**src/sv/msba_pkg.sv**
```systemverilog
// Shared types and constants of the multi-span bump allocator.
// Used by the channel interfaces, the top level and its checker.
package msba_pkg;

  localparam int MAX_SPANS = 16;
  localparam int ADDR_BITS = 32;

  localparam int IDX_W = (MAX_SPANS > 1) ? $clog2(MAX_SPANS) : 1;
  localparam int CNT_W = $clog2(MAX_SPANS + 1);
  localparam int CMP_W = (CNT_W > 4) ? CNT_W : 4;

  typedef enum logic [2:0] {
    CMD_ALLOC   = 3'd0,
    CMD_GROW    = 3'd1,
    CMD_SHRINK  = 3'd2,
    CMD_RESTORE = 3'd3,
    CMD_CLEAN   = 3'd4
  } cmd_e;

  typedef struct packed {
    logic [2:0]  cmd;
    logic [31:0] req_size;
    logic [3:0]  align_log2;
    logic [31:0] span_base_in;
    logic [3:0]  mark_index;
    logic [31:0] mark_offset;
  } in_word_t;

  typedef struct packed {
    logic        ok;
    logic [31:0] address;
    logic [31:0] released_size;
    logic [3:0]  cur_index;
    logic [31:0] cur_offset;
  } out_word_t;

  typedef struct packed {
    logic [31:0] base;
    logic [31:0] size;
  } span_ent_t;

endpackage

```
**src/sv/msba_if.sv**
```systemverilog
// Valid/ready channel interfaces for the allocator's request and result words.
// Depends on msba_pkg for the word types.
interface msba_in_if import msba_pkg::*; ();
  logic     valid;
  logic     ready;
  in_word_t data;
  modport source (output valid, output data, input ready);
  modport sink (input valid, input data, output ready);
endinterface

interface msba_out_if import msba_pkg::*; ();
  logic      valid;
  logic      ready;
  out_word_t data;
  modport source (output valid, output data, input ready);
  modport sink (input valid, input data, output ready);
endinterface

```
**src/sv/multi_span_bump_allocator.sv**
```systemverilog
// Top level of the multi-span bump allocator: sequencer, span table and fit unit.
// Depends on msba_pkg and the channel interfaces in msba_if.sv.
//
// The allocator keeps a table of up to MAX_SPANS memory spans (base, size) and
// a cursor (span index, offset). Each request word carries a command: alloc,
// grow, shrink, restore or clean, and yields exactly one result word with a
// success flag, an address, a released size and the cursor after the command.
// Requests are handled one at a time; the request channel is ready only while
// the sequencer is idle, and a finished result waits in an output register, so
// the next request is taken even while the previous result is still stalled.
// Grow, clean and restore to the current span are settled in the execute
// state; shrink and restore to an earlier span also pass through a state that
// takes the table read, since the span table is a memory with a registered
// read port. Alloc checks the current span, then scans k later spans (k up to
// MAX_SPANS - 1) when it does not fit, swaps a found span into the slot after
// the current one in the swap write states when needed, and so on. The scan
// rate is set by the single table read port and the one shared fit unit, which
// checks one span per cycle. No clearing pass is needed after reset; only table
// entries below the span count are ever read.

module multi_span_bump_allocator import msba_pkg::*; (
  input  logic         clk_i,
  input  logic         rst_ni,
  msba_in_if.sink      in_i,
  msba_out_if.source   out_o
);

  typedef enum logic [9:0] {
    ST_IDLE   = 10'b0000000001,
    ST_EXEC   = 10'b0000000010,
    ST_A_CUR  = 10'b0000000100,
    ST_A_SCAN = 10'b0000001000,
    ST_SW1    = 10'b0000010000,
    ST_SW2    = 10'b0000100000,
    ST_A_FIN  = 10'b0001000000,
    ST_SHR    = 10'b0010000000,
    ST_RST    = 10'b0100000000,
    ST_DONE   = 10'b1000000000
  } state_e;

  typedef struct packed {
    logic        fit;
    logic [31:0] at;
    logic [31:0] sum;
  } fit_t;

  // The fit unit: pads the cursor address up to the alignment and checks
  // that offset + pad + size stays within the span. An offset already past
  // the span end can never fit, which matches an empty remainder.
  function automatic fit_t fit_calc(input logic [31:0] sz, input logic [31:0] off,
                                    input logic [31:0] base, input logic [3:0] lg,
                                    input logic [31:0] req);
    logic [14:0] low;
    logic [15:0] msk;
    logic [14:0] pad;
    logic [33:0] s;
    fit_t        r;
    low   = base[14:0] + off[14:0];
    msk   = (16'd1 << lg) - 16'd1;
    pad   = (15'd0 - low) & msk[14:0];
    s     = 34'(off) + 34'(pad) + 34'(req);
    r.fit = (s <= 34'(sz));
    r.at  = off + 32'(pad);
    r.sum = s[31:0];
    return r;
  endfunction

  state_e            state_q, state_d;
  in_word_t          req_q;
  logic [CNT_W-1:0]  span_cnt_q, span_cnt_d;
  logic [IDX_W-1:0]  cur_span_q, cur_span_d;
  logic [31:0]       cur_off_q, cur_off_d;
  logic [IDX_W-1:0]  scan_q, scan_d;
  logic [IDX_W-1:0]  new_span_q, new_span_d;
  span_ent_t         hit_q, hit_d;
  span_ent_t         nxe_q, nxe_d;
  logic [31:0]       at_q, at_d;
  logic [31:0]       new_off_q, new_off_d;
  logic              res_ok_q, res_ok_d;
  logic [31:0]       res_addr_q, res_addr_d;
  logic [31:0]       res_rel_q, res_rel_d;
  out_word_t         out_q, out_d;
  logic              out_valid_q, out_valid_d;

  // Span table memory.
  span_ent_t         span_mem_q [MAX_SPANS];
  span_ent_t         span_rd_q;
  logic              mem_we, mem_re;
  logic [IDX_W-1:0]  mem_wa, mem_ra;
  span_ent_t         mem_wd;

  fit_t              fit_res;
  logic [31:0]       fit_off;
  logic [CNT_W-1:0]  last_cnt;
  logic [IDX_W-1:0]  nx_idx;
  logic [CNT_W-1:0]  nx_cnt;
  logic [CNT_W-1:0]  scan_nx_cnt;
  logic [CMP_W-1:0]  midx_w, cs_w, cnt_w;
  logic [ADDR_BITS-1:0] addr_sum;
  logic              in_acc;

  assign in_i.ready  = (state_q == ST_IDLE);
  assign in_acc      = in_i.valid && in_i.ready;
  assign out_o.valid = out_valid_q;
  assign out_o.data  = out_q;

  assign last_cnt    = span_cnt_q - CNT_W'(1);
  assign nx_idx      = cur_span_q + IDX_W'(1);
  assign nx_cnt      = CNT_W'(cur_span_q) + CNT_W'(1);
  assign scan_nx_cnt = CNT_W'(scan_q) + CNT_W'(1);
  assign midx_w      = CMP_W'(req_q.mark_index);
  assign cs_w        = CMP_W'(cur_span_q);
  assign cnt_w       = CMP_W'(span_cnt_q);
  assign addr_sum    = ADDR_BITS'(hit_q.base) + ADDR_BITS'(at_q);

  // While scanning later spans the pad is taken from the span base alone.
  assign fit_off = (state_q == ST_A_CUR) ? cur_off_q : 32'd0;
  assign fit_res = fit_calc(span_rd_q.size, fit_off, span_rd_q.base,
                            req_q.align_log2, req_q.req_size);

  always_comb begin
    state_d     = state_q;
    span_cnt_d  = span_cnt_q;
    cur_span_d  = cur_span_q;
    cur_off_d   = cur_off_q;
    scan_d      = scan_q;
    new_span_d  = new_span_q;
    hit_d       = hit_q;
    nxe_d       = nxe_q;
    at_d        = at_q;
    new_off_d   = new_off_q;
    res_ok_d    = res_ok_q;
    res_addr_d  = res_addr_q;
    res_rel_d   = res_rel_q;
    out_d       = out_q;
    out_valid_d = out_valid_q && !out_o.ready;
    mem_we      = 1'b0;
    mem_wa      = '0;
    mem_wd      = '0;
    mem_re      = 1'b0;
    mem_ra      = '0;

    unique case (state_q)
      ST_IDLE: begin
        if (in_acc) begin
          state_d = ST_EXEC;
        end
      end
      ST_EXEC: begin
        res_ok_d   = 1'b0;
        res_addr_d = 32'd0;
        res_rel_d  = 32'd0;
        state_d    = ST_DONE;
        case (req_q.cmd)
          CMD_ALLOC: begin
            if (req_q.req_size != 32'd0 && span_cnt_q != '0 &&
                CNT_W'(cur_span_q) < span_cnt_q) begin
              mem_re  = 1'b1;
              mem_ra  = cur_span_q;
              state_d = ST_A_CUR;
            end
          end
          CMD_GROW: begin
            if (req_q.req_size != 32'd0 && span_cnt_q < CNT_W'(MAX_SPANS)) begin
              if (span_cnt_q == '0) begin
                cur_span_d = '0;
                cur_off_d  = 32'd0;
              end
              mem_we      = 1'b1;
              mem_wa      = IDX_W'(span_cnt_q);
              mem_wd.base = req_q.span_base_in;
              mem_wd.size = req_q.req_size;
              span_cnt_d  = span_cnt_q + CNT_W'(1);
              res_ok_d    = 1'b1;
            end
          end
          CMD_SHRINK: begin
            // The last span may go unless the cursor is in it, except when
            // the cursor sits at the very start of the arena.
            if (span_cnt_q != '0 &&
                !(CNT_W'(cur_span_q) == last_cnt &&
                  !(cur_span_q == '0 && cur_off_q == 32'd0))) begin
              mem_re  = 1'b1;
              mem_ra  = IDX_W'(last_cnt);
              state_d = ST_SHR;
            end
          end
          CMD_RESTORE: begin
            if (midx_w <= cs_w) begin
              if (midx_w == cs_w) begin
                if (req_q.mark_offset <= cur_off_q) begin
                  cur_span_d = IDX_W'(req_q.mark_index);
                  cur_off_d  = req_q.mark_offset;
                  res_ok_d   = 1'b1;
                end
              end else if (midx_w < cnt_w) begin
                mem_re  = 1'b1;
                mem_ra  = IDX_W'(req_q.mark_index);
                state_d = ST_RST;
              end else if (req_q.mark_offset == 32'd0) begin
                cur_span_d = IDX_W'(req_q.mark_index);
                cur_off_d  = 32'd0;
                res_ok_d   = 1'b1;
              end
            end
          end
          CMD_CLEAN: begin
            cur_span_d = '0;
            cur_off_d  = 32'd0;
            res_ok_d   = 1'b1;
          end
          default: begin
          end
        endcase
      end
      ST_A_CUR: begin
        if (fit_res.fit) begin
          at_d       = fit_res.at;
          new_off_d  = fit_res.sum;
          hit_d      = span_rd_q;
          new_span_d = cur_span_q;
          state_d    = ST_A_FIN;
        end else if (nx_cnt < span_cnt_q) begin
          mem_re  = 1'b1;
          mem_ra  = nx_idx;
          scan_d  = nx_idx;
          state_d = ST_A_SCAN;
        end else begin
          state_d = ST_DONE;
        end
      end
      ST_A_SCAN: begin
        // The read of the next span is issued while this one is checked.
        if (scan_q == nx_idx) begin
          nxe_d = span_rd_q;
        end
        if (fit_res.fit) begin
          at_d       = fit_res.at;
          new_off_d  = fit_res.sum;
          hit_d      = span_rd_q;
          new_span_d = nx_idx;
          state_d    = (scan_q != nx_idx) ? ST_SW1 : ST_A_FIN;
        end else if (scan_nx_cnt < span_cnt_q) begin
          mem_re = 1'b1;
          mem_ra = scan_q + IDX_W'(1);
          scan_d = scan_q + IDX_W'(1);
        end else begin
          state_d = ST_DONE;
        end
      end
      ST_SW1: begin
        mem_we  = 1'b1;
        mem_wa  = nx_idx;
        mem_wd  = hit_q;
        state_d = ST_SW2;
      end
      ST_SW2: begin
        mem_we  = 1'b1;
        mem_wa  = scan_q;
        mem_wd  = nxe_q;
        state_d = ST_A_FIN;
      end
      ST_A_FIN: begin
        res_ok_d   = 1'b1;
        res_addr_d = 32'(addr_sum);
        cur_span_d = new_span_q;
        cur_off_d  = new_off_q;
        state_d    = ST_DONE;
      end
      ST_SHR: begin
        res_ok_d   = 1'b1;
        res_addr_d = 32'(ADDR_BITS'(span_rd_q.base));
        res_rel_d  = span_rd_q.size;
        span_cnt_d = last_cnt;
        state_d    = ST_DONE;
      end
      ST_RST: begin
        if (req_q.mark_offset <= span_rd_q.size) begin
          cur_span_d = IDX_W'(req_q.mark_index);
          cur_off_d  = req_q.mark_offset;
          res_ok_d   = 1'b1;
        end
        state_d = ST_DONE;
      end
      ST_DONE: begin
        // Hand the result over once the output register is free.
        if (!out_valid_q || out_o.ready) begin
          out_d.ok            = res_ok_q;
          out_d.address       = res_addr_q;
          out_d.released_size = res_rel_q;
          out_d.cur_index     = 4'(cur_span_q);
          out_d.cur_offset    = cur_off_q;
          out_valid_d         = 1'b1;
          state_d             = ST_IDLE;
        end
      end
      default: begin
        state_d = ST_IDLE;
      end
    endcase
  end

  always_ff @(posedge clk_i or negedge rst_ni) begin
    if (!rst_ni) begin
      state_q     <= ST_IDLE;
      span_cnt_q  <= '0;
      cur_span_q  <= '0;
      cur_off_q   <= 32'd0;
      out_valid_q <= 1'b0;
    end else begin
      state_q     <= state_d;
      span_cnt_q  <= span_cnt_d;
      cur_span_q  <= cur_span_d;
      cur_off_q   <= cur_off_d;
      out_valid_q <= out_valid_d;
    end
  end

  always_ff @(posedge clk_i) begin
    if (in_acc) begin
      req_q <= in_i.data;
    end
    scan_q     <= scan_d;
    new_span_q <= new_span_d;
    hit_q      <= hit_d;
    nxe_q      <= nxe_d;
    at_q       <= at_d;
    new_off_q  <= new_off_d;
    res_ok_q   <= res_ok_d;
    res_addr_q <= res_addr_d;
    res_rel_q  <= res_rel_d;
    out_q      <= out_d;
  end

  always_ff @(posedge clk_i) begin
    if (mem_we) begin
      span_mem_q[mem_wa] <= mem_wd;
    end
    if (mem_re) begin
      span_rd_q <= span_mem_q[mem_ra];
    end
  end

endmodule

```
**src/flat_wrapper.sv**
```systemverilog
// flat-port wrapper written by rule: the top's interface ports become plain ports
module multi_span_bump_allocator_flat import msba_pkg::*;
  (clk_i, rst_ni, in_i_valid, in_i_data, in_i_ready, out_o_valid, out_o_data, out_o_ready);
  msba_in_if in_i_i ();
  msba_out_if out_o_i ();
  input  logic clk_i;
  input  logic rst_ni;
  input wire logic [$bits(in_i_i.valid)-1:0] in_i_valid;
  input wire logic [$bits(in_i_i.data)-1:0] in_i_data;
  output wire logic [$bits(in_i_i.ready)-1:0] in_i_ready;
  output wire logic [$bits(out_o_i.valid)-1:0] out_o_valid;
  output wire logic [$bits(out_o_i.data)-1:0] out_o_data;
  input wire logic [$bits(out_o_i.ready)-1:0] out_o_ready;
  assign in_i_i.valid = in_i_valid;
  assign in_i_i.data = in_i_data;
  assign in_i_ready = in_i_i.ready;
  assign out_o_valid = out_o_i.valid;
  assign out_o_data = out_o_i.data;
  assign out_o_i.ready = out_o_ready;
  multi_span_bump_allocator u_core (.clk_i(clk_i), .rst_ni(rst_ni), .in_i(in_i_i), .out_o(out_o_i));
endmodule
```
**config.mk**
```make
export PLATFORM = sky130hd
export DESIGN_NAME = multi_span_bump_allocator_flat
export DESIGN_NICKNAME = d
export VERILOG_FILES = /design/src/sv/msba_pkg.sv /design/src/sv/msba_if.sv /design/src/sv/multi_span_bump_allocator.sv /design/src/flat_wrapper.sv
export SDC_FILE = /design/constraint.sdc
export NUM_CORES = 2
export LEC_CHECK = 0
export BUFFER_PORTS_ARGS = -buffer_cell sky130_fd_sc_hd__buf_2
export CAP_MARGIN = 25
export CORE_MARGIN = 2
export CORE_UTILIZATION = 43
export DETAILED_ROUTE_END_ITERATION = 6
export GPL_TIMING_DRIVEN = 1
export SLEW_MARGIN = 25
export SYNTH_ARGS = -nofsm -noshare
export SYNTH_HDL_FRONTEND = slang
export SYNTH_SLANG_ARGS = --single-unit
```
**constraint.sdc**
```tcl
create_clock -name clk_i -period 14.65 [get_ports clk_i]
set_input_delay 0.7325 -clock clk_i [delete_from_list [all_inputs] [get_ports clk_i]]
set_output_delay 0.7325 -clock clk_i [all_outputs]
set_load 0.05 [all_outputs]
```
# Word level (Yosys, flattened, before mapping)
# Memories as Yosys holds them, arrays and structs flattened. A register that Yosys moved wholly into a read port is not among the register bits.
# Index checks and enable logic that the tools add are counted.
[totals]
regBits = 525
ramBits = 1024
in_bits = 111
output_inout_bits = 103
mem_count = 1
[op_classes]
add_sub_neg = 13
n_lt_le_gt_ge = 9
eq_ne = 37
shift = 1
mux = 91
bitwise_logic = 1
reduce_logical = 38
[memory_table]
columns = ["name", "words", "width", "read_ports", "rd_clocked_by_memory_dff", "wr", "line_no", "rtl"]
rows = [
  ["u_core.span_mem_q", 16, 64, 1, 1, 1, "multi_span_bump_allocator.sv:86", "span_ent_t span_mem_q [MAX_SPANS];"],
]
[ops]
columns = ["op", "count"]
rows = [
  ["$mux W32", 9],
  ["$pmux W32 S3", 3],
  ["$pmux W64 S3", 1],
  ["$mux W64", 2],
  ["$mux W10", 11],
  ["$mux W4", 25],
  ["$pmux W10 S8", 1],
  ["$le A32 B32 Y1", 2],
  ["$logic_not A32 Y1", 2],
  ["$pmux W32 S2", 1],
  ["$pmux W4 S3", 5],
  ["$add A34 B32 Y34", 1],
  ["$le A34 B32 Y1", 1],
  ["$add A32 B15 Y33", 1],
  ["$add A32 B15 Y32", 1],
  ["$add A32 B32 Y32", 1],
  ["$reduce_bool A32 Y1", 1],
  ["$pmux W10 S3", 1],
  ["$mux W1", 21],
  ["$pmux W4 S2", 2],
  ["$add A15 B15 Y15", 1],
  ["$and A15 B15 Y15", 1],
  ["$shl A1 B4 Y15 const A", 1],
  ["$sub A1 B15 Y15 const A", 1],
  ["other kinds (51)", 94],
]

# Logic depth before layout (Yosys ltp)
[depth]
word_depth = 10
mapped_depth = 59

# Worst setup path after synthesis
# OpenSTA, ideal clock, no wires.
[synth_path]
path_kind = "register to register"
startpoint = "register u_core.state_q[7]"
endpoint = "register u_core.at_q[0], enable pin"
setup_ns = 0.617
arrival_ns = 14.788
required_ns = 14.033
path_slack_ns = -0.756
stages_incl_launch_ff = 51
period_less_slack_ns = 15.406
cell_sequence = "dfrtp_1 > nor4_4 > nand2_1 > or2_1 > nor3b_1 > clkbuf_1 > nand2_1 > ha_1 > ha_1 > a21o_1 > a21oi_1 > o21bai_1 > a21oi_1 > o21bai_1 > a21oi_1 > nor2b_1 > o21a_1 > o41a_1 > [... 15 more ...] > a21oi_1 > o21ai_0 > o221ai_1 > nor2_1 > o21a_1 > o21a_1 > o41ai_1 > o2111ai_1 > a21oi_1 > xnor2_1 > ha_1 > a211oi_1 > nand2_1 > a221oi_1 > a21oi_1 > o21bai_1 > clkbuf_1 > nor2_1"
[synth_lines]
columns = ["item", "line_no", "rtl"]
rows = [
  ["from (decl)", "multi_span_bump_allocator.sv:68", "state_e state_q, state_d;"],
  ["from (signal assigned)", "multi_span_bump_allocator.sv:311", "state_q <= state_d;"],
  ["to (signal assigned)", "multi_span_bump_allocator.sv:327", "at_q <= at_d;"],
  ["to (decl)", "multi_span_bump_allocator.sv:77", "logic [31:0] at_q, at_d;"],
]

==> summary.txt <==
Die
  • Io pins: 214
  • Row cnt: 145
  • DIE HEIGHT: 400.9 um
  • Core area: ~160000 um2
  • Die Width: around 400 um
  • Die ar.: between 150000 and 200000 um2
  • Initial core utilization: a little over two fifths

Power
  • Net Sw Frac: roughly a quarter
  • Sw power: about 2500 uW
  • Flop pwr share: roughly half
  • Peak supply drop: approximately 0.0001 V
  • Total power: 10480 uW
  • Leakage power total: about 0.028 uW
  • Combinational power share: 8.8%
  • Cell Int Power: 7944 uW
  • Clock share of power: 39.7%
  • Pwr dens: roughly 140 nW/um2

Routing
  • Total detailed-routing wirelength: 197.2 mm
  • DR DRC count: 0
  • Vias per cell: 5.988
  • 1st-iter DRT viols: 4785
  • Total number of vias: 40150
  • Mean routed wirelength per cell: 29.41 um
  • Router iterations before antenna repair: 7
  • Remaining antenna violation count: 0

Layout
  • NumNets Final: 4852
  • Finished Cell Area: 77110 um2
  • Multi-input gate area: ~18000 um2
  • Area growth syn-to-layout: 13.83%
  • Share of cells above drive strength 1: 17.26%
  • # fillers: 13070
  • Non-filler instance count after layout: 6706
  • Reg area: 48180 um2

CTS
  • Num CTS Buffers: roughly 160
  • Cts hold-fix bufs: 0
  • Postcts setup bufs: 0
  • Root buf cell: clkbuf_16
  • CTS sink cnt: 1613
  • Post_cts resized: 0
  • H-tree levels: 4
  • Reg clk slew, reported paths: ~0.060 ns
  • Clk buf depth: 3
  • CTS tree: built
  • Worst-Skew Late Latency: 0.81 ns

GRT
  • First-pass GRT wire length: 281.7 mm
  • Initial antenna violation count: 2
  • Number of global-route vias before repair: 39090
  • Largest net degree at the start of global routing: 72
  • GRT overflow: 0
  • GRT Util Overall: 24.21%

Timing
  • Worst slew pin tran: 1.200 ns
  • Hold Violations, Final: 0
  • Fmax: 74.53 MHz
  • Total Neg Setup Slack: 0 ns
  • Tcrit/Tclk final: about nine tenths
  • Final Max Tran Viols: 0
  • Post-Route Skew: 0.02533 ns
  • Unrepaired setup endpoints after global routing: no
  • # setup viols final: 0
  • Hold Slack: slightly below 0.1 ns
  • Final min period: 13.42 ns
  • Worst slew margin: 19.38%

Job
  • Max Cap Viol: 0

Logic synthesis
  • Synth unique cells: between 80 and 90
  • Post-Syn Area: 67740 um2
  • Synth async-reset ratio: 3.224%
  • Synth Area per Inst: around 16 um2
  • Cell count after synthesis: 4219
  • Syn_nets: 4560
  • Post-synth top flop: edfxtp_1
  • Syn. warnings: 0
  • Sequential-to-total area share from yosys stat: 71.12%
  • #FFs+latches synth: 1613
  • Post-synth EDFFs: 1561

Hold path
  • Worst min-delay path category: input pin to register

Worst setup path
  • Worst Setup End Kind: register
  • Max incr delay on CP: between 0.7 and 0.8 ns
  • CP Data Required Time: 15.31 ns
  • Most used cell, CP: a21oi_1
  • Worst Path Arrival: 14.07 ns
  • Highest net fanout along the worst path: 14
  • Slowest cell on crit path: nor2b_2
  • Critical path class: register to register
  • R2R setup slack: 1.23 ns
  • Setup crit start kind: register

Status
  • Outcome: finished, final reports clean

Place
  • Dpl cells: about 6400
  • Dpl cell area: 71740 um2
  • Global placer's final weighted congestion: 0.9437
  • HPWL after DPL: 124.3 mm
  • Port bufs: 213
[cell usage after synthesis (13+ instances only)]
library cell,count,area share [%]
and3_1,33,0.30
ha_1,226,4.2
nand2_1,336,1.9
a22oi_1,105,1.2
a22o_1,23,0.30
nor2_1,178,0.99
xor2_1,17,0.22
o21ai_0,101,0.75
a21o_1,64,0.71
mux4_2,163,5.4
nor4_1,31,0.29
buf_1,23,0.13
a211oi_1,15,0.17
nand4_1,40,0.37
a21oi_1,126,0.93
o221ai_1,29,0.37
o221a_2,19,0.32
mux2i_1,66,0.98
inv_1,210,1.2
o21a_1,39,0.43
nor3_1,63,0.47
dfrtp_1,51,1.9
a222oi_1,68,1.0
or3_1,24,0.22
buf_4,15,0.17
buf_2,25,0.18
xnor2_1,91,1.2
a31oi_1,17,0.16
clkbuf_1,110,0.61
nand2b_1,27,0.25
edfxtp_1,1561,69
nand3_1,69,0.51
o21bai_1,18,0.20
o211ai_1,17,0.19
nor2b_1,26,0.24
and4_1,13,0.17
[cell type report]
type,count,area share [%]
Sequential cell,1613,62.48
Multi-Input combinational cell,2218,23.73
Clock buffer,185,5.438
Tap cell,2058,3.339
Timing Repair Buffer,308,2.526
Clock inverter,112,1.457
Inverter,211,1.027
Antenna cell,1,0.003245
[through the flow]
stage | worst slack (ns) | utilization (%)
global route | 0.2893 | 49.30
floorplan | 1.414 | -
finish | 1.232 | 49.31
detailed placement | 1.272 | 45.87
global placement | 1.549 | 45.85
CTS | 1.280 | 49.27
[routing by layer]
metal / GRT usage [%] / vias up / share of wire [%]
li1: - / 17260 / -
met4: 9.315 / 0 / 3.9
met1: 34.08 / 20670 / 42
met3: 3.952 / 309 / 8.4
met2: 37.89 / 1913 / 46
met5: 0 / - / 0
[kinds of logic (layout without fill, tap and decap cells)]
family          after synthesis  count (layout)  share of synthesized area [%]
flops                      1613            1613                          71.12
simple gates                891             891                          6.232
compound gates              749             749                          8.068
buf+inv                     388             816                          2.314
mux                         240             240                          6.577
fa+ha+maj                   230             230                          4.292
xor+xnor                    108             108                          1.396
other cells                   0               1                              0
[worst max-delay path, delay by kind of cell, from the launching register on]
family	cells	cell delay, ns
buffers and inverters	2	0.66
flip-flops	1	0.45
XOR/XNOR	3	0.33
AO/OA/AOI/OAI	25	5.72
AND/OR/NAND/NOR	17	4.20
adder cells (fa/ha/maj)	6	1.91
[registers in the layout (all words and copies together), names as in the netlist, 5 cells and up]
register,flops
u_core.out_o.data,101
u_core.state_q,10
u_core.nxe_q,64
u_core.res_addr_q,32
u_core.hit_q,64
u_core.new_off_q,32
u_core.req_q,103
u_core.res_rel_q,32
u_core.span_rd_q,64
u_core.at_q,32
u_core.span_mem_q,1024
u_core.cur_off_q,32
u_core.cnt_w,5
[power by group through the flow]
stage	clock network, uW	logic (uW)	registers, uW
after global routing	4410	1010	5400
after global placement	0	905	5490
after detailed placement	0	917	5480
after CTS	4230	922	5390
final	4160	924	5390
after floorplan	0	575	5450
[layout by cell type, fill, tap and decap left out, types with 30 or more instances in the layout]
master | netlist | layout
a22oi_1 | 105 | 105
a21o_1 | 64 | 62
o21a_1 | 39 | 38
edfxtp_1 | 1561 | 1561
ha_1 | 226 | 226
clkinv_2 | 0 | 32
o21ai_0 | 101 | 100
nand2_1 | 336 | 334
nand3_1 | 69 | 69
clkinv_1 | 0 | 43
dfrtp_1 | 51 | 51
nand4_1 | 40 | 40
inv_1 | 210 | 210
nor4_1 | 31 | 30
and3_1 | 33 | 33
clkbuf_16 | 0 | 164
nor3_1 | 63 | 63
xnor2_1 | 91 | 91
a222oi_1 | 68 | 68
buf_2 | 25 | 215
nor2_1 | 178 | 158
buf_4 | 15 | 78
mux2i_1 | 66 | 66
a21oi_1 | 126 | 126
mux4_2 | 163 | 163
[worst paths after layout]
check | startpoint | end | depth (start not counted)
worst max-delay path | u_core.state_q[7] | u_core.span_rd_q[13] | 53
worst min-delay path | in_i_data[60] | u_core.req_q[60] | 1
worst max register to register | u_core.state_q[7] | u_core.span_rd_q[13] | 53
worst min register to register | u_core.res_addr_q[8] | u_core.out_o.data[76] | 0
max in group asynchronous | rst_ni | u_core.cur_off_q[30] | 2
min in group asynchronous | rst_ni | u_core.cur_off_q[6] | 2
Note: power is estimated with default switching activity, not from simulation.
